==> src/design/ball_bounce_physics_step_macros.svh <==
// Assertion helpers for the ball bounce block.
`ifndef BALL_BOUNCE_PHYSICS_STEP_MACROS_SVH
`define BALL_BOUNCE_PHYSICS_STEP_MACROS_SVH

// Implication checked on every clock edge outside reset.
`define BBP_ASSERT_IMP(label, ante, cons) \
  label: assert property (@(posedge clk) disable iff (!rst_n) (ante) |-> (cons)) \
    else $error("%m: check failed");

// Next-cycle implication checked outside reset.
`define BBP_ASSERT_NEXT(label, ante, cons) \
  label: assert property (@(posedge clk) disable iff (!rst_n) (ante) |=> (cons)) \
    else $error("%m: check failed");

`endif

==> src/design/bbp_pkg.sv <==
package bbp_pkg;

  localparam int MaxObstacles = 16;
  localparam int SlotW        = $clog2(MaxObstacles);

  typedef enum logic [2:0] {
    OP_LOAD    = 3'd0,
    OP_COLLIDE = 3'd1,
    OP_ADVANCE = 3'd2,
    OP_SETPOS  = 3'd3,
    OP_SETVEL  = 3'd4,
    OP_SETHOLD = 3'd5,
    OP_RSVD6   = 3'd6,
    OP_RSVD7   = 3'd7
  } opcode_t;

  typedef enum logic [2:0] {
    REG_GRAVITY = 3'd0,
    REG_BOUNCE  = 3'd1,
    REG_RADIUS  = 3'd2,
    REG_WIDTH   = 3'd3,
    REG_HEIGHT  = 3'd4,
    REG_NOBS    = 3'd5,
    REG_RSVD6   = 3'd6,
    REG_RSVD7   = 3'd7
  } reg_idx_t;

  typedef struct packed {
    logic [2:0]         opcode;
    logic [3:0]         slot;
    logic signed [31:0] pos_x;
    logic signed [31:0] pos_y;
    logic signed [31:0] vel_x;
    logic signed [31:0] vel_y;
    logic [8:0]         angle_deg;
    logic [15:0]        length;
    logic [15:0]        dt;
    logic               hold;
  } in_item_t;

  typedef struct packed {
    logic signed [31:0] ball_x;
    logic signed [31:0] ball_y;
    logic signed [31:0] ball_vx;
    logic signed [31:0] ball_vy;
    logic               is_held;
  } out_item_t;

  typedef enum logic [4:0] {
    ST_IDLE,
    ST_DISPATCH,
    ST_GRAV,
    ST_EDGE_B,
    ST_EDGE_T,
    ST_EDGE_R,
    ST_EDGE_L,
    ST_OBS_RD,
    ST_OBS_TRIG,
    ST_OBS_MUL,
    ST_OBS_TEST,
    ST_OBS_DOT,
    ST_OBS_PROJ,
    ST_OBS_SCALE,
    ST_OBS_APPLY,
    ST_ADV_G,
    ST_ADV_VY,
    ST_ADV_X,
    ST_ADV_Y,
    ST_DONE
  } state_t;

  // Datapath operations selected by the controller.
  typedef enum logic [4:0] {
    DP_NOP,
    DP_CAPTURE,
    DP_SIMPLE,
    DP_GRAV,
    DP_EDGE_B,
    DP_EDGE_T,
    DP_EDGE_R,
    DP_EDGE_L,
    DP_OBS_RD,
    DP_OBS_TRIG,
    DP_OBS_MUL,
    DP_OBS_TEST,
    DP_OBS_DOT,
    DP_OBS_PROJ,
    DP_OBS_SCALE,
    DP_OBS_APPLY,
    DP_ADV_G,
    DP_ADV_VY,
    DP_ADV_X,
    DP_ADV_Y
  } dp_op_t;

  typedef struct packed {
    dp_op_t   op;
    logic     obs_clr;
    logic     obs_inc;
  } dp_cmd_t;

  typedef struct packed {
    opcode_t  opcode;
    logic     held;
    logic     obs_more;
    logic     hit;
    logic     dot_neg;
  } dp_sts_t;

  // Saturate a 40-bit signed value to 32 bits.
  function automatic logic signed [31:0] sat32(input logic signed [39:0] v);
    logic signed [31:0] r;
    if (v > 40'sd2147483647) r = 32'sh7fffffff;
    else if (v < -40'sd2147483648) r = 32'sh80000000;
    else r = v[31:0];
    return r;
  endfunction

  // Round-to-nearest shift by 16, ties away from zero.
  function automatic logic signed [63:0] rshr16(input logic signed [63:0] v);
    logic [63:0] m;
    logic [63:0] q;
    m = v[63] ? 64'(-v) : 64'(v);
    q = (m + 64'h8000) >> 16;
    return v[63] ? -$signed(q) : $signed(q);
  endfunction

  function automatic logic signed [63:0] rshr15(input logic signed [63:0] v);
    logic [63:0] m;
    logic [63:0] q;
    m = v[63] ? 64'(-v) : 64'(v);
    q = (m + 64'h4000) >> 15;
    return v[63] ? -$signed(q) : $signed(q);
  endfunction

  // Quarter sine, Q1.15, entries 0..90 degrees.
  function automatic logic [14:0] qsin(input logic [6:0] k);
    logic [14:0] r;
    case (k)
      7'd0: r = 15'd0;      7'd1: r = 15'd572;    7'd2: r = 15'd1144;
      7'd3: r = 15'd1715;   7'd4: r = 15'd2286;   7'd5: r = 15'd2856;
      7'd6: r = 15'd3425;   7'd7: r = 15'd3993;   7'd8: r = 15'd4560;
      7'd9: r = 15'd5126;   7'd10: r = 15'd5690;  7'd11: r = 15'd6252;
      7'd12: r = 15'd6813;  7'd13: r = 15'd7371;  7'd14: r = 15'd7927;
      7'd15: r = 15'd8481;  7'd16: r = 15'd9032;  7'd17: r = 15'd9580;
      7'd18: r = 15'd10126; 7'd19: r = 15'd10668; 7'd20: r = 15'd11207;
      7'd21: r = 15'd11743; 7'd22: r = 15'd12275; 7'd23: r = 15'd12803;
      7'd24: r = 15'd13328; 7'd25: r = 15'd13848; 7'd26: r = 15'd14365;
      7'd27: r = 15'd14876; 7'd28: r = 15'd15384; 7'd29: r = 15'd15886;
      7'd30: r = 15'd16384; 7'd31: r = 15'd16877; 7'd32: r = 15'd17364;
      7'd33: r = 15'd17847; 7'd34: r = 15'd18324; 7'd35: r = 15'd18795;
      7'd36: r = 15'd19261; 7'd37: r = 15'd19720; 7'd38: r = 15'd20174;
      7'd39: r = 15'd20622; 7'd40: r = 15'd21063; 7'd41: r = 15'd21498;
      7'd42: r = 15'd21926; 7'd43: r = 15'd22348; 7'd44: r = 15'd22763;
      7'd45: r = 15'd23170; 7'd46: r = 15'd23571; 7'd47: r = 15'd23965;
      7'd48: r = 15'd24351; 7'd49: r = 15'd24730; 7'd50: r = 15'd25102;
      7'd51: r = 15'd25466; 7'd52: r = 15'd25822; 7'd53: r = 15'd26170;
      7'd54: r = 15'd26510; 7'd55: r = 15'd26842; 7'd56: r = 15'd27166;
      7'd57: r = 15'd27482; 7'd58: r = 15'd27789; 7'd59: r = 15'd28088;
      7'd60: r = 15'd28378; 7'd61: r = 15'd28660; 7'd62: r = 15'd28932;
      7'd63: r = 15'd29197; 7'd64: r = 15'd29452; 7'd65: r = 15'd29698;
      7'd66: r = 15'd29935; 7'd67: r = 15'd30163; 7'd68: r = 15'd30382;
      7'd69: r = 15'd30592; 7'd70: r = 15'd30792; 7'd71: r = 15'd30983;
      7'd72: r = 15'd31164; 7'd73: r = 15'd31336; 7'd74: r = 15'd31499;
      7'd75: r = 15'd31651; 7'd76: r = 15'd31795; 7'd77: r = 15'd31928;
      7'd78: r = 15'd32052; 7'd79: r = 15'd32166; 7'd80: r = 15'd32270;
      7'd81: r = 15'd32365; 7'd82: r = 15'd32449; 7'd83: r = 15'd32524;
      7'd84: r = 15'd32588; 7'd85: r = 15'd32643; 7'd86: r = 15'd32688;
      7'd87: r = 15'd32723; 7'd88: r = 15'd32748; 7'd89: r = 15'd32763;
      default: r = 15'd32767;
    endcase
    return r;
  endfunction

  // Full-circle sine from the quarter table, angle 0..359.
  function automatic logic signed [16:0] sin_deg(input logic [8:0] a);
    logic signed [16:0] r;
    if (a <= 9'd90) r = $signed({2'b00, qsin(7'(a))});
    else if (a <= 9'd180) r = $signed({2'b00, qsin(7'(9'd180 - a))});
    else if (a <= 9'd270) r = -$signed({2'b00, qsin(7'(a - 9'd180))});
    else r = -$signed({2'b00, qsin(7'(9'd360 - a))});
    return r;
  endfunction

endpackage

==> src/design/bbp_ctrl.sv <==
module bbp_ctrl
  import bbp_pkg::*;
(
  input  logic    clk,
  input  logic    rst_n,
  input  logic    start,
  output logic    busy,
  output logic    done,
  output dp_cmd_t cmd,
  input  dp_sts_t sts
);

  state_t state_r, state_nxt;

  // Hold the state register.
  always_ff @(posedge clk) begin
    if (!rst_n) begin
      state_r <= ST_IDLE;
    end else begin
      state_r <= state_nxt;
    end
  end

  // Sequence the datapath.
  always_comb begin
    state_nxt   = state_r;
    cmd.op      = DP_NOP;
    cmd.obs_clr = 1'b0;
    cmd.obs_inc = 1'b0;
    busy        = (state_r != ST_IDLE);
    done        = 1'b0;
    case (state_r)
      ST_IDLE: begin
        if (start) begin
          cmd.op    = DP_CAPTURE;
          state_nxt = ST_DISPATCH;
        end
      end
      ST_DISPATCH: begin
        cmd.obs_clr = 1'b1;
        case (sts.opcode)
          OP_COLLIDE: state_nxt = sts.held ? ST_DONE : ST_GRAV;
          OP_ADVANCE: state_nxt = ST_ADV_G;
          default: begin
            cmd.op    = DP_SIMPLE;
            state_nxt = ST_DONE;
          end
        endcase
      end
      ST_GRAV:   begin cmd.op = DP_GRAV;   state_nxt = ST_EDGE_B; end
      ST_EDGE_B: begin cmd.op = DP_EDGE_B; state_nxt = ST_EDGE_T; end
      ST_EDGE_T: begin cmd.op = DP_EDGE_T; state_nxt = ST_EDGE_R; end
      ST_EDGE_R: begin cmd.op = DP_EDGE_R; state_nxt = ST_EDGE_L; end
      ST_EDGE_L: begin cmd.op = DP_EDGE_L; state_nxt = ST_OBS_RD; end
      ST_OBS_RD: begin
        if (sts.obs_more) begin
          cmd.op    = DP_OBS_RD;
          state_nxt = ST_OBS_TRIG;
        end else begin
          state_nxt = ST_DONE;
        end
      end
      ST_OBS_TRIG: begin cmd.op = DP_OBS_TRIG; state_nxt = ST_OBS_MUL; end
      ST_OBS_MUL:  begin cmd.op = DP_OBS_MUL;  state_nxt = ST_OBS_TEST; end
      ST_OBS_TEST: begin
        cmd.op    = DP_OBS_TEST;
        state_nxt = ST_OBS_DOT;
      end
      ST_OBS_DOT: begin
        if (sts.hit) begin
          cmd.op    = DP_OBS_DOT;
          state_nxt = ST_OBS_PROJ;
        end else begin
          cmd.obs_inc = 1'b1;
          state_nxt   = ST_OBS_RD;
        end
      end
      ST_OBS_PROJ: begin
        if (sts.dot_neg) begin
          cmd.op    = DP_OBS_PROJ;
          state_nxt = ST_OBS_SCALE;
        end else begin
          cmd.obs_inc = 1'b1;
          state_nxt   = ST_OBS_RD;
        end
      end
      ST_OBS_SCALE: begin cmd.op = DP_OBS_SCALE; state_nxt = ST_OBS_APPLY; end
      ST_OBS_APPLY: begin
        cmd.op      = DP_OBS_APPLY;
        cmd.obs_inc = 1'b1;
        state_nxt   = ST_OBS_RD;
      end
      ST_ADV_G:  begin cmd.op = DP_ADV_G;  state_nxt = ST_ADV_VY; end
      ST_ADV_VY: begin cmd.op = DP_ADV_VY; state_nxt = ST_ADV_X; end
      ST_ADV_X:  begin cmd.op = DP_ADV_X;  state_nxt = ST_ADV_Y; end
      ST_ADV_Y:  begin cmd.op = DP_ADV_Y;  state_nxt = ST_DONE; end
      ST_DONE: begin
        done      = 1'b1;
        state_nxt = ST_IDLE;
      end
      default: state_nxt = ST_IDLE;
    endcase
  end

endmodule

==> config.mk <==
export PLATFORM = sky130hd
export DESIGN_NAME = bbp_ctrl
export DESIGN_NICKNAME = d
export VERILOG_FILES = /design/src/design/ball_bounce_physics_step_macros.svh /design/src/design/bbp_pkg.sv /design/src/design/bbp_ctrl.sv
export SDC_FILE = /design/constraint.sdc
export NUM_CORES = 1
export LEC_CHECK = 0
export BUFFER_PORTS_ARGS = -buffer_cell sky130_fd_sc_hd__buf_2
export CAP_MARGIN = 0
export CORE_MARGIN = 4
export CORE_UTILIZATION = 45
export CTS_CLUSTER_DIAMETER = 60
export DETAILED_ROUTE_END_ITERATION = 7
export HOLD_SLACK_MARGIN = 0.15
export PLACE_DENSITY = 0.75
export SKIP_CTS_REPAIR_TIMING = 1
export SLEW_MARGIN = 20
export SYNTH_ARGS = -nofsm -noshare
export SYNTH_HDL_FRONTEND = slang
export SYNTH_SLANG_ARGS = --single-unit
==> constraint.sdc <==
create_clock -name clk -period 4.3 [get_ports clk]
set_clock_uncertainty 0.2 [all_clocks]
set_input_delay 0.86 -clock clk [delete_from_list [all_inputs] [get_ports clk]]
set_output_delay 0.86 -clock clk [all_outputs]
set_load 0.005 [all_outputs]
==> flow_metrics.env, run 1 <==
export IMPL_reg_top3="state_r x5"
export IMPL_htreeDepth=1
export IMPL_hp_start="state_r[4]$_SDFFE_PN0P_"
export IMPL_die_x_microns=46.1
export IMPL_synth_most_common_cell="nand2_1"
export IMPL_cp_cell_sequence="nand2b_2, nor4_1, a41oi_1, o21ai_0, buf_2"
export IMPL_p_leak_nw=0.295
export IMPL_drive_gt1_frac=0.266
export IMPL_fin_tns_setup_ps=0
export IMPL_firstDrtPassIters=4
export IMPL_via_per_inst=5.82
export IMPL_cp_max_fo=18
export IMPL_synthArstFlopShare=0
export IMPL_power_density_nw_per_um2=529
export IMPL_cts_tree="built"
export IMPL_syn_area_sq_um=653
export IMPL_fin_nets=120
export IMPL_startpoint="state_r[2]$_SDFFE_PN0P_"
export IMPL_ios=19
export IMPL_worstHoldPathType="register to register"
export IMPL_r2r_start="state_r[2]$_SDFFE_PN0P_"
export IMPL_synth_top_area_cell="dfxtp_1"
export IMPL_hold_viol_final=0
export IMPL_maxCapViolations=0
export IMPL_max_clock_freq_mhz=342
export IMPL_max_clock_path_buffers=2
export IMPL_drt_iter0_markers=11
export IMPL_via_count=722
export IMPL_ys_top_cells_by_count="nand2_1 (10), o21ai_0 (9), nor2_1 (7)"
export IMPL_yosys_warnings=0
export IMPL_regMostFlops="state_r"
export IMPL_synth_fp_nets=102
export IMPL_synth_area_leaders="dfxtp_1 (15%), o21ai_0 (6.9%), nand2_1 (5.7%)"
export IMPL_drv_slew=0
export IMPL_grt_pass1_vias=608
export IMPL_largest_reg_flops=5
export IMPL_crit_type="register to output pin"
export IMPL_final_cells=124
export IMPL_setup_viol=0
export IMPL_period_share=0.680
export IMPL_crit_path_end_kind="output pin"
export IMPL_cts_inserted_buffers=3
export IMPL_grt_overflow_total=0
export IMPL_die_area_sq_um=2120
export IMPL_synth_top_flop_cell="dfxtp_1"
export IMPL_grt_pass1_wl_microns=2610
export IMPL_place_hpwl_microns=1240
export IMPL_core_area_sq_um=1330
export IMPL_period_minus_slack_ps=2930
export IMPL_gp_congestion=0.856
export IMPL_avgRoutedWirePerCell_microns=13.2
export IMPL_antenna_found_initial=0
export IMPL_cts_root_buffer="clkbuf_4"
export IMPL_grt_max_degree=19
export IMPL_netlist_area_leader_share=0.153
export IMPL_r2r_cells=4
export IMPL_critPathLaunchType="register"
export IMPL_clkTransAtPathRegs_ps=40
export IMPL_areaGrowthSynthToFinish_pct=11.3
export IMPL_row_count=13
export IMPL_met3_usage=0.0625
export IMPL_clock_sinks=5
export IMPL_synthCells=92
export IMPL_seq_area_frac_synth=0.153
export IMPL_hold_path_cell_count=2
export IMPL_die_height_microns=46.1
export IMPL_syn_avg_cell_area_sq_um=7.10
export IMPL_synth_edff_count=0
export IMPL_place_inst=120
export IMPL_status="complete, no violations"
export IMPL_start_util=0.490
export IMPL_gr_usage_met2=0.261
export IMPL_n_antenna_cell=0
export IMPL_worst_slew_pin_slew_ps=584
export IMPL_grtUsageMet1=0.215
export IMPL_portBuffers=18
export IMPL_clk_latency_ps=240
export IMPL_vdd_drop_max_v=0.000235
export IMPL_rsz0062_at_grt="no"
export IMPL_drc=0
export IMPL_cp_slowest_stage_delay_ps=680
export IMPL_ys_ff_latch=5
export IMPL_arrival_ps=1870
export IMPL_antenna_left=0
export IMPL_busiest_layer="met2"
export IMPL_synthDistinctLibCells=35
export IMPL_gr_usage_all_layers=0.164
export IMPL_crit_slowest_cell="dfxtp_1"
export IMPL_max_slew_margin=0.610
export IMPL_drt_wl_total_microns=1630
export IMPL_worst_ep_required_time_ps=3240
==> final cells by class <==
cell class                 count  area (sq um)
tap                           15          18.8
timing repair buffer          18          90.1
clock buffer                   4          26.3
sequential                     5           100
fill                         153           607
multi-input combinational     77           473
inverter                       5          18.8
==> metal layers <==
| metal | wire length, microns | vias up |
|---|---|---|
| met2 | 738 | 26 |
| met5 | 0 | - |
| li1 | - | 368 |
| met3 | 116 | 2 |
| met4 | 14 | 0 |
| met1 | 762 | 326 |
==> worst paths after layout <==
| kind | endpoint | slack [ps] |
|---|---|---|
| max | cmd[4] | 1370 |
| min | state_r[4]$_SDFFE_PN0P_ | 520 |
| max reg2reg | state_r[0]$_SDFFE_PN0P_ | 2320 |
| min reg2reg | state_r[4]$_SDFFE_PN0P_ | 520 |
==> worst max-delay path: cells and delay by family (launching register included) <==
| kind | cells | cell delay, ps |
|---|---|---|
| compound gates | 2 | 190 |
| buf+inv | 1 | 130 |
| flops | 1 | 680 |
| simple gates | 2 | 620 |
==> layout by cell type (no fill, tap or decap), drive strengths merged, types with 2 or more instances in the layout <==
cell and count:
nor2 7, nor3 4, a31oi 5, dfxtp 5
o21ai 10, and2 2, buf 18, or2b 2
nor4 2, clkbuf 4, nand2 10, and2b 3
nor3b 3, a21oi 4, nor2b 5, a21o 2
nand3 3, inv 5, o21a 3
==> logic make-up (layout without fill, tap and decap cells) <==
group | Yosys count | after routing | share of synthesized area
AND/OR/NAND/NOR | 45 | 45 | 0.383
buffers and inverters | 10 | 27 | 0.123
XOR/XNOR | 2 | 2 | 0.0268
AO/OA/AOI/OAI | 30 | 30 | 0.314
flip-flops | 5 | 5 | 0.153
==> per-stage QoR <==
| stage | setup WS (ps) | hold slack (ps) | power (W) | utilization | instance area, sq um |
|---|---|---|---|---|---|
| 6_report | 1370 | 516 | 0.000385 | 0.545 | 727 |
| 5_1_grt | 1230 | 559 | 0.000427 | 0.545 | 727 |
| 4_1_cts | 1380 | 514 | 0.000387 | 0.545 | 727 |
| 3_5_place_dp | 1460 | 520 | 0.000330 | 0.525 | 701 |
| 3_3_place_gp | 1470 | 512 | 0.000330 | 0.525 | 701 |
| 2_1_floorplan | 1670 | 415 | 0.000284 | - | 653 |
==> power by group <==
group	total (W)	switching [W]	internal, W
sequential	0.000108	0.0000474	0.0000604
clock	0.0000535	0.0000184	0.0000350
combinational	0.000223	0.000114	0.000109
Power figures use the tool's default switching activity.
==> run 2: changes to the inputs <==
--- a/config.mk
+++ b/config.mk
@@ -5,6 +5,7 @@
 export SDC_FILE = /design/constraint.sdc
 export NUM_CORES = 1
 export LEC_CHECK = 0
+export ABC_AREA = 1
 export BUFFER_PORTS_ARGS = -buffer_cell sky130_fd_sc_hd__buf_2
 export CAP_MARGIN = 0
 export CORE_MARGIN = 4
==> constraint.sdc (replaced) <==
create_clock -name clk -period 2.7 [get_ports clk]
set_clock_uncertainty 0.2 [all_clocks]
set_input_delay 0.54 -clock clk [delete_from_list [all_inputs] [get_ports clk]]
set_output_delay 0.54 -clock clk [all_outputs]
set_load 0.005 [all_outputs]
==> run 2 against run 1 <==
Against the previous run: clock power grew 60%; count of clock-buffer cells in the layout is the same; first-iteration DRC count grew to 2.5 times the previous value; utilization increased by 2.1 points; sequential power up 44%; via count increased by 13%; flip-flop and latch count is the same; global-route usage grew 1.7 points; power increased by 80%; final cell count rose by 21%; largest power group unchanged.
==> flow_metrics.env, run 2 <==
export IMPL_clock_sinks=5
export IMPL_clkTransAtPathRegs_ps=50
export IMPL_start_util=0.478
export IMPL_synthArstFlopShare=0
export IMPL_rsz0062_at_grt="no"
export IMPL_avgRoutedWirePerCell_microns=11.0
export IMPL_die_height_microns=45.2
export IMPL_drc=0
export IMPL_cts_root_buffer="clkbuf_4"
export IMPL_netlist_area_leader_share=0.161
export IMPL_cts_tree="built"
export IMPL_antenna_left=0
export IMPL_hold_viol_final=0
export IMPL_drive_gt1_frac=0.267
export IMPL_arrival_ps=1570
export IMPL_syn_avg_cell_area_sq_um=5.45
export IMPL_setup_viol=0
export IMPL_p_leak_nw=0.432
export IMPL_die_x_microns=45.2
export IMPL_gp_congestion=0.946
export IMPL_drt_wl_total_microns=1650
export IMPL_regMostFlops="state_r"
export IMPL_worst_ep_required_time_ps=1960
export IMPL_synthCells=114
export IMPL_layout_commonest_cell="nand2_1"
export IMPL_reg_top3="state_r x5"
export IMPL_ys_ff_latch=5
export IMPL_place_hpwl_microns=1350
export IMPL_fin_nets=146
export IMPL_final_cell_mix="nand2_1 (26), nor2_1 (20), buf_2 (18), inv_1 (13), nand3_1 (11)"
export IMPL_period_minus_slack_ps=2310
export IMPL_crit_path_end_kind="output pin"
export IMPL_syn_area_sq_um=622
export IMPL_grt_max_degree=10
export IMPL_synth_top_area_cell="dfxtp_1"
export IMPL_worst_slew_pin_slew_ps=354
export IMPL_status="complete, no violations"
export IMPL_antenna_found_initial=0
export IMPL_crit_type="register to output pin"
export IMPL_power_density_nw_per_um2=942
export IMPL_firstDrtPassIters=4
export IMPL_synth_area_leaders="dfxtp_1 (16%), nand2_1 (16%), nor2_1 (12%)"
export IMPL_ios=19
export IMPL_max_clock_path_buffers=2
export IMPL_grt_pass1_vias=695
export IMPL_via_per_inst=5.44
export IMPL_largest_reg_flops=5
export IMPL_grt_pass1_wl_microns=2760
export IMPL_worstHoldPathType="primary input to register"
export IMPL_drt_iter0_markers=28
export IMPL_ys_top_cells_by_count="nand2_1 (26), nor2_1 (20), inv_1 (13)"
export IMPL_core_area_sq_um=1300
export IMPL_gr_usage_all_layers=0.181
export IMPL_synthDistinctLibCells=22
export IMPL_synth_fp_nets=124
export IMPL_fin_tns_setup_ps=0
export IMPL_period_share=0.855
export IMPL_n_antenna_cell=0
export IMPL_via_count=816
export IMPL_grt_overflow_total=0
export IMPL_clk_latency_ps=240
export IMPL_areaGrowthSynthToFinish_pct=18.5
export IMPL_cts_inserted_buffers=3
export IMPL_synth_edff_count=0
export IMPL_drv_slew=0
export IMPL_vdd_drop_max_v=0.000446
export IMPL_portBuffers=18
export IMPL_synth_most_common_cell="nand2_1"
export IMPL_maxCapViolations=0
export IMPL_postLayoutCoreUtil=0.566
export IMPL_row_count=13
export IMPL_yosys_warnings=0
export IMPL_max_clock_freq_mhz=433
export IMPL_critPathLaunchType="register"
export IMPL_seq_area_frac_synth=0.161
export IMPL_htreeDepth=1
export IMPL_max_slew_margin=0.764
export IMPL_die_area_sq_um=2040
export IMPL_synth_top_flop_cell="dfxtp_1"
export IMPL_cp_max_fo=7
## run 2: per-stage QoR
| stage | total power [W] | hold WS, ps | instance area, sq um | instances | worst slack [ps] |
|---|---|---|---|---|---|
| finish | 0.000694 | 370 | 737 | 150 | 392 |
| CTS | 0.000694 | 366 | 737 | 150 | 414 |
| global route | 0.000769 | 404 | 737 | 150 | 259 |
| floorplan | 0.000496 | 505 | 622 | 114 | 934 |
| global placement | 0.000600 | 583 | 711 | 146 | 681 |
| detailed placement | 0.000605 | 582 | 711 | 146 | 681 |
## run 2: path summary, 6_finish.rpt
check	from	endpoint	slack [ps]	depth (start not counted)
max reg2reg	state_r[0]$_SDFFE_PN0P_	state_r[0]$_SDFFE_PN0P_	1100	7
min	rst_n	state_r[0]$_SDFFE_PN0P_	370	3
max	state_r[0]$_SDFFE_PN0P_	cmd[4]	390	6
min reg2reg	state_r[0]$_SDFFE_PN0P_	state_r[2]$_SDFFE_PN0P_	600	4
## run 2: logic make-up (layout without fill, tap and decap cells)
logic type             Yosys count  count (layout)  synth area share
AO/OA/AOI/OAI                   11              11            0.0925
buffers and inverters           20              41             0.147
AND/OR/NAND/NOR                 78              78             0.600
flip-flops                       5               5             0.161
## run 2: critical path: stages (launching register included)
cell,delay [ps]
dfxtp_1,400
nor2_2,350
nand4_1,190
o21ai_1,150
a21oi_1,80
nand2_1,60
buf_2,100
## run 2: per-layer routing
metal	share of wire	vias up	track usage
li1	-	413	-
met1	0.41	348	0.226
met2	0.46	49	0.282
met3	0.11	6	0.0677
met4	0.016	0	0.0643
met5	0	-	0
## run 2: report_power, final
part / leakage (nW) / internal [W] / switching (W)
registers: 0.0410 / 0.0000986 / 0.0000571
clock network: 0.0150 / 0.0000558 / 0.0000298
logic: 0.376 / 0.000175 / 0.000278
## run 2: final cells by class
cell class	count	area, sq um
clock buffers	4	26.3
repair buffers	18	90.1
inverters	19	71.3
multi-input cells	89	430
fillers	136	564
well taps	15	18.8
flip-flops and latches	5	100
==> run 3: changes to the inputs <==
--- a/config.mk
+++ b/config.mk
@@ -5,7 +5,6 @@
 export SDC_FILE = /design/constraint.sdc
 export NUM_CORES = 1
 export LEC_CHECK = 0
-export ABC_AREA = 1
 export BUFFER_PORTS_ARGS = -buffer_cell sky130_fd_sc_hd__buf_2
 export CAP_MARGIN = 0
 export CORE_MARGIN = 4
==> run 3 against run 2 <==
Against the previous run: maximum frequency is 7.8% lower; non-clock buffer count increased by 2; die area grew 4.1%; final cell count shrank 16%; utilization is 1.0 points lower; setup slack worse by 190 ps; critical endpoint is now cmd[5]; sequential share of layout area is 0.092 points lower.
==> flow_metrics.env, run 3 (synthesis gave the netlist of run 1 again) <==
export IMPL_setup_viol=0
export IMPL_fill_cells=139
export IMPL_max_clock_freq_mhz=400
export IMPL_maxCapViolations=0
export IMPL_layout_commonest_cell="buf_2"
export IMPL_arrival_ps=1760
export IMPL_crit_path_end_kind="output pin"
export IMPL_cp_max_fo=16
export IMPL_htreeDepth=1
export IMPL_hold_viol_final=0
export IMPL_place_area_sq_um=716
export IMPL_critPathLaunchType="register"
export IMPL_die_height_microns=46.1
export IMPL_ios=19
export IMPL_cp_cell_sequence="nand2_1, o21a_1, nor3_1, nand2_1, buf_2"
export IMPL_grt_overflow_total=0
export IMPL_grt_max_degree=17
export IMPL_cts_tree="built"
export IMPL_period_minus_slack_ps=2500
export IMPL_antenna_found_initial=0
export IMPL_cts_root_buffer="clkbuf_4"
export IMPL_worst_ep_required_time_ps=1960
export IMPL_core_area_sq_um=1330
export IMPL_die_area_sq_um=2120
export IMPL_power_density_nw_per_um2=848
export IMPL_grt_pass1_vias=675
export IMPL_firstDrtPassIters=5
export IMPL_via_count=724
export IMPL_max_clock_path_buffers=2
export IMPL_critPathTopFamily="flip-flops"
export IMPL_cp_num_buf_inv=1
export IMPL_fin_tns_setup_ps=0
export IMPL_grt_pass1_wl_microns=2800
export IMPL_cpMostUsedCell="nand2_1"
export IMPL_worstHoldPathType="register to register"
export IMPL_portBuffers=18
export IMPL_reg_top3="state_r x5"
export IMPL_drive_gt1_frac=0.279
export IMPL_multi_input_area_sq_um=473
export IMPL_final_area_sq_um=742
export IMPL_clock_sinks=5
export IMPL_regMostFlops="state_r"
export IMPL_cts_inserted_buffers=3
export IMPL_avgRoutedWirePerCell_microns=13.4
export IMPL_n_antenna_cell=0
export IMPL_gr_usage_all_layers=0.179
export IMPL_areaGrowthSynthToFinish_pct=13.6
export IMPL_p_leak_nw=0.305
export IMPL_antenna_left=0
export IMPL_start_util=0.490
export IMPL_drt_iter0_markers=9
export IMPL_gp_congestion=0.861
export IMPL_vdd_drop_max_v=0.000365
export IMPL_die_x_microns=46.1
export IMPL_crit_type="register to output pin"
export IMPL_final_cell_mix="buf_2 (18), nand2_1 (10), o21ai_0 (9), nor2_1 (7)"
export IMPL_register_area_sq_um=100
export IMPL_clkTransAtPathRegs_ps=50
export IMPL_drv_slew=0
export IMPL_status="complete, no violations"
export IMPL_rsz0062_at_grt="no"
export IMPL_largest_reg_flops=5
export IMPL_cp_slowest_stage_delay_ps=620
export IMPL_fin_nets=122
export IMPL_clk_latency_ps=240
export IMPL_row_count=13
export IMPL_worst_slew_pin_slew_ps=577
export IMPL_max_slew_margin=0.616
export IMPL_via_per_inst=5.75
export IMPL_drt_wl_total_microns=1690
export IMPL_period_share=0.927
export IMPL_place_hpwl_microns=1250
export IMPL_crit_slowest_cell="dfxtp_1"
export IMPL_drc=0
-- run 3: cell types whose count changed in the layout (fill, tap and decap cells not counted), moves of 3 or more --
cell,before,now
nand2_1,26,10
nor2_1,20,7
inv_1,13,5
nand3_1,11,3
o21ai_0,1,9
nand4_1,6,0
nor2_2,6,0
a31oi_1,0,5
inv_2,5,0
nor2b_1,0,5
a21oi_1,6,3
o21a_1,0,3
-- run 3: final timing paths --
check | from | to | slack (ps) | depth (start not counted)
worst max-delay path | state_r[1]$_SDFFE_PN0P_ | cmd[5] | 200 | 5
worst min-delay path | state_r[2]$_SDFFE_PN0P_ | state_r[2]$_SDFFE_PN0P_ | 420 | 3
worst max register to register | state_r[1]$_SDFFE_PN0P_ | state_r[0]$_SDFFE_PN0P_ | 710 | 4
worst min register to register | state_r[2]$_SDFFE_PN0P_ | state_r[2]$_SDFFE_PN0P_ | 420 | 3
-- run 3: worst register-to-register path: stages (launching register included) --
cell	delay (ps)
dfxtp_1	620
nand2_1	230
and2_1	210
o221ai_1	480
a31oi_1	90
-- run 3: per-layer routing --
metal	routed length, microns	global-route usage	part of all wire	up-vias
li1	-	-	-	371
met1	823	0.233	0.49	323
met2	767	0.294	0.45	28
met3	100	0.0508	0.059	2
met4	2	0.0341	0.0012	0
met5	0	0	0	-
-- run 3: cell type report --
cell class / instances / share of cell area
Timing Repair Buffer: 20 / 0.142
Multi-Input combinational cell: 77 / 0.637
Sequential cell: 5 / 0.135
Tap cell: 15 / 0.0253
Inverter: 5 / 0.0253
Clock buffer: 4 / 0.0354
-- run 3: metrics by stage --
| stage | power (W) | hold WS [ps] | utilization | worst slack, ps | instances |
|---|---|---|---|---|---|
| 2_1_floorplan | 0.000452 | 415 | - | 710 | 92 |
| 3_3_place_gp | 0.000535 | 394 | 0.537 | 501 | 122 |
| 3_5_place_dp | 0.000539 | 406 | 0.537 | 496 | 122 |
| 4_1_cts | 0.000632 | 418 | 0.556 | 219 | 126 |
| 5_1_grt | 0.000696 | 450 | 0.556 | 54.8 | 126 |
| 6_report | 0.000629 | 416 | 0.556 | 198 | 126 |
-- run 3: report_power, final --
group / internal, W / leakage, nW / switching (W) / total (W)
Clock: 0.0000559 / 0.0150 / 0.0000312 / 0.0000872
Sequential: 0.0000962 / 0.0410 / 0.0000489 / 0.000145
Combinational: 0.000184 / 0.249 / 0.000213 / 0.000397
Total: 0.000336 / 0.305 / 0.000293 / 0.000629
